==> src/rtl/assert_macros.svh <==
// Assertion helpers used by the mesh node token parser.
`ifndef ASSERT_MACROS_SVH
`define ASSERT_MACROS_SVH
`ifndef SYNTHESIS
`define MNTP_ASSERT(lbl, clk, rstn, prop) \
  lbl: assert property (@(posedge clk) disable iff (!rstn) prop) \
    else $error("assertion failed");
`define MNTP_ASSERT_NEVER(lbl, clk, rstn, expr) \
  lbl: assert property (@(posedge clk) disable iff (!rstn) !(expr)) \
    else $error("forbidden condition seen");
`else
`define MNTP_ASSERT(lbl, clk, rstn, prop)
`define MNTP_ASSERT_NEVER(lbl, clk, rstn, expr)
`endif
`endif

==> src/rtl/mntp_pkg.sv <==
package mntp_pkg;

  localparam int unsigned STACK_DEPTH_DEF = 16;
  localparam int unsigned OUT_DEPTH       = 4;
  localparam int unsigned TYPE_W          = 4;

  localparam logic [3:0] K_END    = 4'd0;
  localparam logic [3:0] K_IDENT  = 4'd1;
  localparam logic [3:0] K_INT    = 4'd2;
  localparam logic [3:0] K_FLOAT  = 4'd3;
  localparam logic [3:0] K_STRING = 4'd4;
  localparam logic [3:0] K_COLON  = 4'd5;
  localparam logic [3:0] K_COMMA  = 4'd6;
  localparam logic [3:0] K_OPEN   = 4'd7;
  localparam logic [3:0] K_CLOSE  = 4'd8;
  localparam logic [3:0] K_LETTER = 4'd9;

  localparam logic [2:0] N_OBJECTS   = 3'd1;
  localparam logic [2:0] N_MODEL     = 3'd2;
  localparam logic [2:0] N_VERTICES  = 3'd3;
  localparam logic [2:0] N_INDICES   = 3'd4;
  localparam logic [2:0] N_LAYERNORM = 3'd5;
  localparam logic [2:0] N_NORMALS   = 3'd6;

  localparam logic [2:0] ST_OK        = 3'd0;
  localparam logic [2:0] ST_BRACES    = 3'd1;
  localparam logic [2:0] ST_NAME_EXP  = 3'd2;
  localparam logic [2:0] ST_COLON_EXP = 3'd3;
  localparam logic [2:0] ST_PROP_EXP  = 3'd4;
  localparam logic [2:0] ST_TOO_DEEP  = 3'd5;
  localparam logic [2:0] ST_AFTER_END = 3'd6;

  localparam logic [1:0] D_NONE   = 2'd0;
  localparam logic [1:0] D_VERTEX = 2'd1;
  localparam logic [1:0] D_INDEX  = 2'd2;
  localparam logic [1:0] D_NORMAL = 2'd3;

  typedef enum logic [3:0] {
    T_NONE,
    T_UNKNOWN,
    T_OBJECTS,
    T_MODEL,
    T_MESH,
    T_VERTICES,
    T_INDICES,
    T_LAYERNORM,
    T_NORMALS
  } node_type_e;

  typedef enum logic [2:0] {
    PS_NAME,
    PS_COLON,
    PS_AFTER_COLON,
    PS_PROP,
    PS_AFTER_PROP,
    PS_ENDED
  } parse_state_e;

  typedef struct packed {
    logic [2:0] status;
    logic       finished;
    logic       colon;
    logic       comma;
    logic       push;
    logic       pop;
    logic       start;
    logic       prop;
    logic       to_end;
  } action_t;

  typedef struct packed {
    logic [2:0]  status;
    logic        finished;
    logic [1:0]  dest;
    logic [31:0] value;
    logic        mesh_done;
    logic [15:0] mesh_name;
    logic [31:0] vcount;
    logic [31:0] icount;
    logic [31:0] ncount;
  } out_item_t;

endpackage

==> src/rtl/mesh_node_token_parser.sv <==
// Mesh node token parser.
// Input channel (in_valid_i / in_ready_o): one classified token per item.
// Output channel (out_valid_o / out_ready_i): exactly one result item per
// token, in order: grammar status, end flag, a routed vertex, index or
// normal value, and the summary of a mesh model that ended on this token.
// Throughput: one item per clock while in_ready_o is high. The node type
// stack sits in a two-port RAM (one write, one read port) with registered
// read; the entry under the top is prefetched each cycle from the next
// stack level, with a bypass when a push writes the same entry, so a close
// or open followed at once by a name is served.
// An accepted item is parsed and routed into s1, takes magnitude and
// leading-zero count into s2, then is shifted and rounded into the queue.
// Results wait in a four-entry output queue; in_ready_o drops while the
// queue plus the two conversion stages hold four items, so a stalled
// receiver never loses a result and full rate resumes as soon as it takes.
// Reset: grammar expects a node name, stack holds one level of unknown
// type, counts and name are zero, pipeline and queue are empty. The stack
// RAM needs no clearing pass.
`include "assert_macros.svh"
module mesh_node_token_parser import mntp_pkg::*; #(
  parameter int unsigned STACK_DEPTH = STACK_DEPTH_DEF
) (
  input  logic               clk_i,
  input  logic               rst_ni,
  input  logic               in_valid_i,
  output logic               in_ready_o,
  input  logic [3:0]         token_kind_i,
  input  logic [2:0]         name_code_i,
  input  logic               string_is_mesh_i,
  input  logic [15:0]        string_handle_i,
  input  logic signed [31:0] int_value_i,
  input  logic [31:0]        float_bits_i,
  output logic               out_valid_o,
  input  logic               out_ready_i,
  output logic [2:0]         status_o,
  output logic               finished_o,
  output logic [1:0]         value_dest_o,
  output logic [31:0]        routed_value_o,
  output logic               mesh_done_o,
  output logic [15:0]        mesh_name_handle_o,
  output logic [31:0]        vertex_count_o,
  output logic [31:0]        index_count_o,
  output logic [31:0]        normal_count_o
);

  localparam int unsigned LVL_W = $clog2(STACK_DEPTH + 1);
  localparam int unsigned AW    = $clog2(STACK_DEPTH);
  localparam int unsigned PTR_W = $clog2(OUT_DEPTH);
  localparam int unsigned CNT_W = $clog2(OUT_DEPTH + 1);

  logic         in_acc;
  logic         is_prop;
  logic         open_req;
  logic         name_path;
  action_t      act;

  parse_state_e state_q, state_d;
  node_type_e   top_q, top_d;
  node_type_e   parent;
  node_type_e   new_type;
  logic [LVL_W-1:0] level_q, level_d;
  logic [1:0]   pos_q, pos_d;
  logic [15:0]  name_ref_q, name_ref_d;
  logic [31:0]  vcnt_q, vcnt_d;
  logic [31:0]  icnt_q, icnt_d;
  logic [31:0]  ncnt_q, ncnt_d;

  logic              ram_we;
  logic [AW-1:0]     ram_waddr;
  logic [AW-1:0]     ram_raddr;
  logic [TYPE_W-1:0] ram_wdata;
  logic [TYPE_W-1:0] ram_rdata;
  logic              fwd_q;
  logic [TYPE_W-1:0] fwd_data_q;

  logic [31:0]  fval;
  logic         fconv;
  out_item_t    res_d;
  logic         conv_d;

  logic         s1_valid_q;
  out_item_t    s1_item_q;
  logic         s1_conv_q;
  logic [31:0]  mag1;
  logic [4:0]   lzc1;

  logic         s2_valid_q;
  out_item_t    s2_item_q;
  logic         s2_conv_q;
  logic         s2_sign_q;
  logic [31:0]  s2_mag_q;
  logic [4:0]   s2_lzc_q;
  logic         s2_zero_q;
  logic [31:0]  norm;
  logic         rnd;
  logic [24:0]  m25;
  logic [7:0]   expo;
  out_item_t    item2;

  out_item_t        fifo_q [OUT_DEPTH];
  logic [PTR_W-1:0] wptr_q, rptr_q;
  logic [CNT_W-1:0] cnt_q;
  logic [CNT_W:0]   occ;
  logic             pop_out;
  out_item_t        head;

  assign occ = {1'b0, cnt_q} + (CNT_W + 1)'(s1_valid_q) + (CNT_W + 1)'(s2_valid_q);
  assign in_ready_o = occ < (CNT_W + 1)'(OUT_DEPTH);
  assign in_acc = in_valid_i && in_ready_o;
  assign is_prop = token_kind_i inside {K_INT, K_FLOAT, K_STRING, K_LETTER};
  assign parent = fwd_q ? node_type_e'(fwd_data_q) : node_type_e'(ram_rdata);

  // Token decode.
  always_comb begin
    act = '0;
    open_req = 1'b0;
    name_path = 1'b0;
    if (in_acc) begin
      case (state_q)
        PS_NAME: begin
          name_path = 1'b1;
        end
        PS_COLON: begin
          if (token_kind_i == K_COLON) act.colon = 1'b1;
          else act.status = ST_COLON_EXP;
        end
        PS_AFTER_COLON: begin
          if (token_kind_i == K_OPEN) open_req = 1'b1;
          else if (is_prop) act.prop = 1'b1;
          else name_path = 1'b1;
        end
        PS_PROP: begin
          if (is_prop) act.prop = 1'b1;
          else act.status = ST_PROP_EXP;
        end
        PS_AFTER_PROP: begin
          if (token_kind_i == K_COMMA) act.comma = 1'b1;
          else if (token_kind_i == K_OPEN) open_req = 1'b1;
          else name_path = 1'b1;
        end
        default: begin
          act.status = ST_AFTER_END;
        end
      endcase
      if (open_req) begin
        if (level_q >= LVL_W'(STACK_DEPTH)) act.status = ST_TOO_DEEP;
        else act.push = 1'b1;
      end
      if (name_path) begin
        if (token_kind_i == K_CLOSE) begin
          if (level_q == LVL_W'(1)) act.status = ST_BRACES;
          else act.pop = 1'b1;
        end else if (token_kind_i == K_END) begin
          act.to_end = 1'b1;
          if (level_q != LVL_W'(1)) act.status = ST_BRACES;
          else act.finished = 1'b1;
        end else if (token_kind_i == K_IDENT) begin
          act.start = 1'b1;
        end else begin
          act.status = ST_NAME_EXP;
        end
      end
    end
  end

  // Next parse state.
  always_comb begin
    state_d = state_q;
    if (act.colon) state_d = PS_AFTER_COLON;
    else if (act.comma) state_d = PS_PROP;
    else if (act.push || act.pop) state_d = PS_NAME;
    else if (act.start) state_d = PS_COLON;
    else if (act.prop) state_d = PS_AFTER_PROP;
    else if (act.to_end) state_d = PS_ENDED;
  end

  always_comb begin
    fval = 32'd0;
    fconv = 1'b0;
    if (token_kind_i == K_FLOAT) begin
      fval = float_bits_i;
    end else if (token_kind_i == K_INT) begin
      fval = int_value_i;
      fconv = 1'b1;
    end
  end

  // Stack, counts and routing.
  always_comb begin
    top_d = top_q;
    level_d = level_q;
    pos_d = pos_q;
    name_ref_d = name_ref_q;
    vcnt_d = vcnt_q;
    icnt_d = icnt_q;
    ncnt_d = ncnt_q;
    ram_we = 1'b0;
    ram_wdata = top_q;
    new_type = T_UNKNOWN;
    res_d = '0;
    res_d.status = act.status;
    res_d.finished = act.finished;
    conv_d = 1'b0;
    if (act.start) begin
      if (top_q == T_MESH) begin
        res_d.mesh_done = 1'b1;
        res_d.mesh_name = name_ref_q;
        res_d.vcount = vcnt_q;
        res_d.icount = icnt_q;
        res_d.ncount = ncnt_q;
        vcnt_d = '0;
        icnt_d = '0;
        ncnt_d = '0;
      end
      if (level_q == LVL_W'(1)) begin
        if (name_code_i == N_OBJECTS) new_type = T_OBJECTS;
      end else begin
        case (parent)
          T_OBJECTS: begin
            if (name_code_i == N_MODEL) new_type = T_MODEL;
          end
          T_MESH: begin
            if (name_code_i == N_VERTICES && vcnt_d == '0) new_type = T_VERTICES;
            else if (name_code_i == N_INDICES && icnt_d == '0) new_type = T_INDICES;
            else if (name_code_i == N_LAYERNORM) new_type = T_LAYERNORM;
          end
          T_LAYERNORM: begin
            if (name_code_i == N_NORMALS && ncnt_d == '0) new_type = T_NORMALS;
          end
          default: begin
          end
        endcase
      end
      top_d = new_type;
      pos_d = 2'd0;
    end
    if (act.pop) begin
      top_d = parent;
      level_d = level_q - LVL_W'(1);
    end
    if (act.push) begin
      ram_we = 1'b1;
      top_d = T_NONE;
      level_d = level_q + LVL_W'(1);
    end
    if (act.prop) begin
      case (top_q)
        T_MODEL: begin
          if (pos_q == 2'd0 && token_kind_i == K_STRING) name_ref_d = string_handle_i;
          if (pos_q == 2'd1 && token_kind_i == K_STRING && string_is_mesh_i) begin
            top_d = T_MESH;
            vcnt_d = '0;
            icnt_d = '0;
            ncnt_d = '0;
          end
        end
        T_VERTICES: begin
          res_d.dest = D_VERTEX;
          res_d.value = fval;
          conv_d = fconv;
          vcnt_d = (vcnt_q == '1) ? vcnt_q : vcnt_q + 32'd1;
        end
        T_INDICES: begin
          res_d.dest = D_INDEX;
          res_d.value = (token_kind_i == K_INT) ? int_value_i : 32'd0;
          icnt_d = (icnt_q == '1) ? icnt_q : icnt_q + 32'd1;
        end
        T_NORMALS: begin
          res_d.dest = D_NORMAL;
          res_d.value = fval;
          conv_d = fconv;
          ncnt_d = (ncnt_q == '1) ? ncnt_q : ncnt_q + 32'd1;
        end
        default: begin
        end
      endcase
      if (pos_q != 2'd3) pos_d = pos_q + 2'd1;
    end
  end

  assign ram_waddr = AW'(level_q - LVL_W'(1));
  assign ram_raddr = AW'(level_d - LVL_W'(2));

  mntp_ram #(
    .WIDTH(TYPE_W),
    .DEPTH(STACK_DEPTH)
  ) u_stack (
    .clk_i  (clk_i),
    .we_i   (ram_we),
    .waddr_i(ram_waddr),
    .wdata_i(ram_wdata),
    .raddr_i(ram_raddr),
    .rdata_o(ram_rdata)
  );

  always_ff @(posedge clk_i or negedge rst_ni) begin
    if (!rst_ni) begin
      state_q <= PS_NAME;
      top_q <= T_UNKNOWN;
      level_q <= LVL_W'(1);
      pos_q <= 2'd0;
      name_ref_q <= 16'd0;
      vcnt_q <= 32'd0;
      icnt_q <= 32'd0;
      ncnt_q <= 32'd0;
      fwd_q <= 1'b0;
      s1_valid_q <= 1'b0;
      s2_valid_q <= 1'b0;
    end else begin
      state_q <= state_d;
      top_q <= top_d;
      level_q <= level_d;
      pos_q <= pos_d;
      name_ref_q <= name_ref_d;
      vcnt_q <= vcnt_d;
      icnt_q <= icnt_d;
      ncnt_q <= ncnt_d;
      fwd_q <= ram_we && (ram_waddr == ram_raddr);
      s1_valid_q <= in_acc;
      s2_valid_q <= s1_valid_q;
    end
  end

  // Magnitude and leading-zero count.
  always_comb begin
    mag1 = s1_item_q.value[31] ? (32'd0 - s1_item_q.value) : s1_item_q.value;
    lzc1 = 5'd0;
    for (int i = 0; i < 32; i++) begin
      if (mag1[i]) lzc1 = 5'(31 - i);
    end
  end

  always_ff @(posedge clk_i) begin
    fwd_data_q <= ram_wdata;
    s1_item_q <= res_d;
    s1_conv_q <= conv_d;
    s2_item_q <= s1_item_q;
    s2_conv_q <= s1_conv_q;
    s2_sign_q <= s1_item_q.value[31];
    s2_mag_q <= mag1;
    s2_lzc_q <= lzc1;
    s2_zero_q <= (mag1 == 32'd0);
  end

  // Normalize and round to nearest even.
  always_comb begin
    norm = s2_mag_q << s2_lzc_q;
    rnd = norm[7] && ((|norm[6:0]) || norm[8]);
    m25 = {1'b0, norm[31:8]} + 25'(rnd);
    expo = 8'd158 - {3'b000, s2_lzc_q} + 8'(m25[24]);
    item2 = s2_item_q;
    if (s2_conv_q) begin
      if (s2_zero_q) item2.value = 32'd0;
      else item2.value = {s2_sign_q, expo, m25[24] ? 23'd0 : m25[22:0]};
    end
  end

  assign pop_out = out_valid_o && out_ready_i;

  always_ff @(posedge clk_i or negedge rst_ni) begin
    if (!rst_ni) begin
      wptr_q <= '0;
      rptr_q <= '0;
      cnt_q <= '0;
    end else begin
      if (s2_valid_q) wptr_q <= wptr_q + PTR_W'(1);
      if (pop_out) rptr_q <= rptr_q + PTR_W'(1);
      cnt_q <= cnt_q + CNT_W'(s2_valid_q) - CNT_W'(pop_out);
    end
  end

  always_ff @(posedge clk_i) begin
    if (s2_valid_q) begin
      fifo_q[wptr_q] <= item2;
    end
  end

  assign head = fifo_q[rptr_q];
  assign out_valid_o = cnt_q != '0;
  assign status_o = head.status;
  assign finished_o = head.finished;
  assign value_dest_o = head.dest;
  assign routed_value_o = head.value;
  assign mesh_done_o = head.mesh_done;
  assign mesh_name_handle_o = head.mesh_name;
  assign vertex_count_o = head.vcount;
  assign index_count_o = head.icount;
  assign normal_count_o = head.ncount;

  `MNTP_ASSERT_NEVER(a_occ_bound, clk_i, rst_ni, occ > (CNT_W + 1)'(OUT_DEPTH))
  `MNTP_ASSERT(a_level_range, clk_i, rst_ni, (level_q != '0) && (level_q <= LVL_W'(STACK_DEPTH)))
  `MNTP_ASSERT(a_end_sticky, clk_i, rst_ni, (state_q == PS_ENDED) |=> (state_q == PS_ENDED))
  `MNTP_ASSERT(a_push_level, clk_i, rst_ni, act.push |=> (level_q == $past(level_q) + LVL_W'(1)))
  `MNTP_ASSERT(a_pipe_flow, clk_i, rst_ni, s1_valid_q |=> s2_valid_q)

endmodule

==> src/rtl/mntp_ram.sv <==
module mntp_ram import mntp_pkg::*; #(
  parameter int unsigned WIDTH = TYPE_W,
  parameter int unsigned DEPTH = STACK_DEPTH_DEF
) (
  input  logic                     clk_i,
  input  logic                     we_i,
  input  logic [$clog2(DEPTH)-1:0] waddr_i,
  input  logic [WIDTH-1:0]         wdata_i,
  input  logic [$clog2(DEPTH)-1:0] raddr_i,
  output logic [WIDTH-1:0]         rdata_o
);

  logic [WIDTH-1:0] mem_q [DEPTH];
  logic [WIDTH-1:0] rdata_q;

  always_ff @(posedge clk_i) begin
    if (we_i) begin
      mem_q[waddr_i] <= wdata_i;
    end
    rdata_q <= mem_q[raddr_i];
  end

  assign rdata_o = rdata_q;

endmodule

==> config.mk <==
export PLATFORM = sky130hd
export DESIGN_NAME = mesh_node_token_parser
export DESIGN_NICKNAME = d
export VERILOG_FILES = /design/src/rtl/mntp_pkg.sv /design/src/rtl/mesh_node_token_parser.sv /design/src/rtl/mntp_ram.sv
export VERILOG_INCLUDE_DIRS = /design/src /design/src/rtl
export SDC_FILE = /design/constraint.sdc
export NUM_CORES = 1
export LEC_CHECK = 0
export BUFFER_PORTS_ARGS = -buffer_cell sky130_fd_sc_hd__buf_2
export CAP_MARGIN = 10
export CELL_PAD_IN_SITES_DETAIL_PLACEMENT = 1
export CELL_PAD_IN_SITES_GLOBAL_PLACEMENT = 1
export CORE_MARGIN = 2
export CORE_UTILIZATION = 50
export CTS_BUF_LIST = sky130_fd_sc_hd__clkbuf_16
export CTS_CLUSTER_DIAMETER = 150
export CTS_CLUSTER_SIZE = 12
export DETAILED_ROUTE_END_ITERATION = 12
export PLACE_DENSITY_LB_ADDON = 0.25
export SYNTH_ARGS = -nofsm -noshare
export SYNTH_HDL_FRONTEND = slang
export SYNTH_SLANG_ARGS = --single-unit
==> constraint.sdc <==
create_clock -name clk_i -period 5.6 [get_ports clk_i]
set_input_delay 0.56 -clock clk_i [delete_from_list [all_inputs] [get_ports clk_i]]
set_output_delay 0.56 -clock clk_i [all_outputs]
set_load 0.005 [all_outputs]
---- After elaboration in Yosys (flattened, before gate mapping) ----
Memory sizes are Yosys's and may differ from the RTL's. A register that Yosys moved wholly into a read port is not among the register bits.
Cells that the tools add are included.
storage, ports and cells
  memory bits (writable) .................. 668
  bits of input ports ..................... 92
  memories kept ........................... 2
  word-level logic and storage cells ...... 276
  output and inout port bits .............. 153
  bits in registers ....................... 483
memory list
  memory         depth  bits a word  rd ports  clocked after memory_dff  wr ports  line                           RTL
  fifo_q         4      151          1         0                         1         mesh_node_token_parser.sv:100  out_item_t fifo_q [OUT_DEPTH];
  u_stack.mem_q  16     4            1         1                         1         mntp_ram.sv:13                 logic [WIDTH-1:0] mem_q [DEPTH];
operators by class
  reduce and logical (&&, ||, !) cells .... 33
  shift-type cells ........................ 1
  $lt $le $gt $ge ......................... 2
  equality and inequality tests ........... 38
  mux-type cells .......................... 135
  bitwise logic cells ..................... 5
  $add $sub $neg .......................... 17
operators by type and width
  kind                                                                    count
  32-bit two-way mux                                                      23
  32-bit case mux with 2 select lines                                     3
  32-bit zero test                                                        4
  113-bit two-way mux                                                     1
  34-bit case mux with 3 select lines                                     1
  32-bit by 1-bit adder with 32-bit output (second input constant)        3
  32-bit equality test (second input constant)                            3
  5-bit two-way mux                                                       18
  4-bit two-way mux                                                       18
  3-bit two-way mux                                                       21
  4-bit by 3-bit equality test with 1-bit output (second input constant)  9
  1-bit two-way mux                                                       34
  32-bit by 5-bit left shift with 32-bit output                           1
  1-bit by 32-bit subtractor with 32-bit output (first input constant)    1
  24-bit by 1-bit adder with 25-bit output                                1
  23-bit two-way mux                                                      1
  2-bit two-way mux                                                       9
  4-bit by 2-bit equality test with 1-bit output (second input constant)  4
  16-bit OR reduction                                                     1
  3-bit by 2-bit equality test with 1-bit output (second input constant)  4
  3-bit equality test (second input constant)                             4
  4-bit equality test (second input constant)                             3
  4-bit case mux with 3 select lines                                      1
  1-bit logical AND                                                       10
  other kinds (39)                                                        53

---- Depth between registers and ports, before layout ----
  depth in word-level cells ............... 33
  mapped depth ............................ 20
  depth with buffers taken out ............ 15

---- Modules after synthesis ----
Synthesis repeated with hierarchy kept, for this count alone.
second synthesis, totals
  cells, all modules ...................... 2922
  area total of the unflattened synthesis .. 44616.5 um2
by module, submodules not included
  module                  area an instance (um2)  cells each  instances  seq. area each (um2)
  mesh_node_token_parser  41950.2                 2792        1          28449.8
  mntp_ram                2666.3                  130         1          2001.9

---- Worst setup path before layout ----
OpenSTA, ideal clock, no wires.
  path kind ............................... register to register
  start point ............................. register wptr_q[0]
  end point ............................... memory fifo_q[2][0] in the netlist's numbering (enable)
  arrival time ............................ 4068 ps
  data required time ...................... 5071 ps
  period minus slack after synthesis ...... 4597 ps
  path buffers ............................ 0
  path slack .............................. 1003 ps
  cell stages (with the launch flop) ...... 4
  setup time .............................. 529 ps
  path through ............................ dfrtp_1 > inv_1 > ha_1 > and2_1
RTL lines
  item                    line                           RTL
  start, declared         mesh_node_token_parser.sv:101  logic [PTR_W-1:0] wptr_q, rptr_q;
  start signal, assigned  mesh_node_token_parser.sv:366  if (s2_valid_q) wptr_q <= wptr_q + PTR_W'(1);
  end, declared           mesh_node_token_parser.sv:100
Straight into the memory's write port.

==> impl_metrics.csv <==
group,metric,value,unit
pwr,power.switching,6.08,mW
timing,setup_violations,0,
place,hpwl,76.4,mm
clock_network,root_buffer,"clkbuf_16",
timing,finalHoldViolCount,0,
timing,slew_viol_final,0,
drt,via_per_inst,5.93,
global_route,grt_pass1_wl,179,mm
clock_network,cts_resized,0,
clock_network,cts_buffers,106,
worst_hold_path,min_from,"float_bits_i[0]",
timing,fin_crit_sh,86.8,%
global_route,grt_util_all_layers,25.2,%
setup_path,required,6000,ps
synth,synthArstFlopShare,11.8,%
drt,ant_nets,0,
timing,max_freq,206,MHz
clock_network,clock-sinks,1153,
finish,drive_gt1_share,20.9,%
drt,routed_wl,116,mm
synth,syn_avg_cell_area,15.1,µm²
synth,synth_ff_type,"edfxtp_1",
pwr,ir_worst_vdd,0.382,mV
pwr,power_frac_comb,20.8,%
global_route,grt_max_degree,107,
finish,fill_cells,8427,
synth,syn-num-nets,3103,
setup_path,endpoint_kind,"register",
floorplanning,die_w,305,µm
timing,whs,78.8,ps
drt,met1_length,50.2,mm
place,place.port_buffers,244,
clock_network,cts_tree,"done",
drt,dr.pass1.iters,5,
drt,routed.top_layer,"met4",
place,pre_cts_slack,757,ps
synth,synthesis.area,45200,µm²
synth,syn_inst,2984,
pwr,power_density,425,nW/µm²
timing,final.setup.worst_slack,738,ps
floorplanning,pin_count,245,
clock_network,clk_pin_slew_worst_paths,70,ps
pwr,p_sw_share,28.2,%
clock_network,clkLatencyLatePin,700,ps
floorplanning,start_util,50.3,%
synth,ys_ff_latch,1153,
finish,fin_nets,3356,
finish,fin_area,50800,µm²
pwr,seqPwrFrac,48.7,%
clock_network,htreeDepth,3,
timing,tns,0,ps
pwr,p_leak,18.3,nW
drt,wire_per_inst,25.7,µm
timing,finalCriticalPeriod,4860,ps
setup_path,setup.worst_path.start,"s2_lzc_q[0]",
global_route,grt_pass1_vias,28600,
job,max_cap_violations,0,
floorplanning,rows,110,
drt,dr_wl_met2,58.1,mm
setup_path,startpoint_type,"register",
synth,yosysSeqAreaShare,67.4,%
drt,drt-initial-drc-count,1870,
finish,syn_to_final_growth,12.5,%
pwr,clkPwrFrac,30.4,%
timing,worstMarginPinSlew,1150,ps
global_route,grt-ovfl-total,0,
place,gp_congestion,0.876,
drt,drc,0,
setup_path,arrival,5260,ps
pwr,total_power,21.6,mW
floorplanning,coreArea,89700,µm²
drt,dr_total_vias,26700,
timing,grt_setup_unrepaired,"no",
timing,clock_skew,39.3,ps
synth,synth-edff-count,668,
worst_hold_path,hold_path_class,"input pin to register",
timing,slew_headroom,23.0,%
place,placedInstanceArea,47600,µm²
floorplanning,dieArea,92700,µm²
synth,yosysWarnings,0,
clock_network,cts_setup_buffers,0,
outcome,status,"finished clean",
global_route,antenna_found_initial,2,
pwr,internal-power,15.5,mW
synth,synth.distinct_cells,99,
clock_network,postCtsHoldBufs,1,
finish,diodes,0,
setup_path,crit_fanout,31,
floorplanning,die_h,305,µm
setup_path,critPathKind,"register to register",
drt,wl_met3,4.62,mm
setup_path,r2r-start,"s2_lzc_q[0]",
clock_network,clk_path_buf_depth,3,
[state kept, by name, indices dropped and copies added (netlist names), 4 cells and up]
| name | cells |
|---|---|
| s2_lzc_q | 5 |
| fifo_q | 604 |
| ncnt_q | 32 |
| vcnt_q | 32 |
| name_ref_q | 16 |
| u_stack.rdata_o | 4 |
| ram_wdata | 4 |
| fwd_data_q | 4 |
| item2 | 119 |
| u_stack.mem_q | 64 |
| s2_item_q | 31 |
| icnt_q | 32 |
| s2_mag_q | 32 |
| s1_item_q | 151 |
| level_q | 5 |
[cells by family (layout without fill, tap and decap cells)]
kind of cell,Yosys count,in the layout,synth area share (%)
AO/OA/AOI/OAI,454,454,7.10
multiplexers,267,267,11.8
adder cells (fa/ha/maj),27,27,0.765
buffers and inverters,207,552,2.02
flip-flops,1153,1153,67.4
XOR/XNOR,86,86,1.70
AND/OR/NAND/NOR,790,790,9.17
[layer usage]
| layer | global-route usage [%] | up-vias |
|---|---|---|
| li1 | - | 12000 |
| met1 | 33.9 | 13900 |
| met2 | 42.8 | 631 |
| met3 | 3.32 | 173 |
| met4 | 7.70 | 0 |
| met5 | 0 | - |
[cells in the final DEF, fill, tap and decap left out, types with 7 or more instances in the layout]
cell,instances
nand2b_1,24
dfrtp_1,132
buf_2,243
nor2b_1,19
and2_1,134
nand3_1,68
o21ai_0,145
mux4_2,195
buf_4,36
nor3_1,54
edfxtp_1,668
mux2i_1,22
mux2_2,39
a31oi_1,31
inv_1,147
o31ai_1,38
xor2_1,25
o32ai_1,10
nor2_1,144
nand4_1,31
o41ai_1,13
o2bb2ai_1,8
a21oi_1,49
and4_1,10
o2bb2ai_2,11
dfxtp_1,346
nand2_1,158
or3_1,16
mux4_1,10
a22o_1,44
xnor2_1,59
and3_1,31
clkbuf_16,108
ha_1,26
o211ai_1,7
a41oi_1,7
nor4_1,51
a211oi_1,11
[through the flow]
stage / utilization (%) / instances
after floorplan: - / 2984
after global placement: 53.1 / 4303
after detailed placement: 53.1 / 4303
after CTS: 56.6 / 4504
after global routing: 56.6 / 4505
final: 56.6 / 4505
[cell usage after synthesis, drive strengths merged (44+ instances only)]
library cell,count,area [µm²]
a21oi,49,245
a22o,44,385
and2,138,863
buf,59,355
clkbuf,84,317
dfrtp,134,3350
dfxtp,349,6990
edfxtp,668,20100
inv,63,236
mux4,205,4650
nand2,160,606
nand3,68,340
nor2,146,551
nor3,55,280
nor4,54,357
o21ai,150,754
xnor2,60,533
[final timing paths]
check | to | slack, ps | cells past startpoint
worst max register to register | fifo_q[0][140] | 740 | 13
worst min register to register | item2[105] | 320 | 0
min in group asynchronous | icnt_q[25] | 490 | 2
max in group asynchronous | rptr_q[1] | 3650 | 3
worst max-delay path | fifo_q[0][140] | 740 | 13
worst min-delay path | s1_item_q[113] | 80 | 2
[power by group through the flow]
| stage | combinational [mW] | sequential [mW] | clock [mW] |
|---|---|---|---|
| after floorplan | 2.76 | 10.5 | 0 |
| after global placement | 4.50 | 10.6 | 0 |
| after detailed placement | 4.57 | 10.7 | 0 |
| after CTS | 4.61 | 10.5 | 6.72 |
| after global routing | 4.81 | 10.6 | 7.04 |
| final | 4.49 | 10.5 | 6.56 |
[layout make-up]
type / count / area, µm² / share of cell area [%]
clock inverter: 92 / 435 / 0.857
multi-input combinational: 1624 / 13800 / 27.2
tap: 1176 / 1470 / 2.90
sequential: 1153 / 30500 / 60.0
clock buffer: 108 / 2700 / 5.32
inverter: 64 / 240 / 0.473
timing repair buffer: 288 / 1640 / 3.23
[critical path: stages, from the launching register on]
cell,delay [ps]
dfxtp_2,740
buf_4,560
mux4_1,490
mux2_2,200
a32oi_1,140
a2111oi_4,530
nand2_2,110
or4b_4,520
or3_4,450
ha_1,220
ha_1,220
nand3_1,110
xnor2_1,80
a22o_1,230
Note: power is estimated with default switching activity, not from simulation.
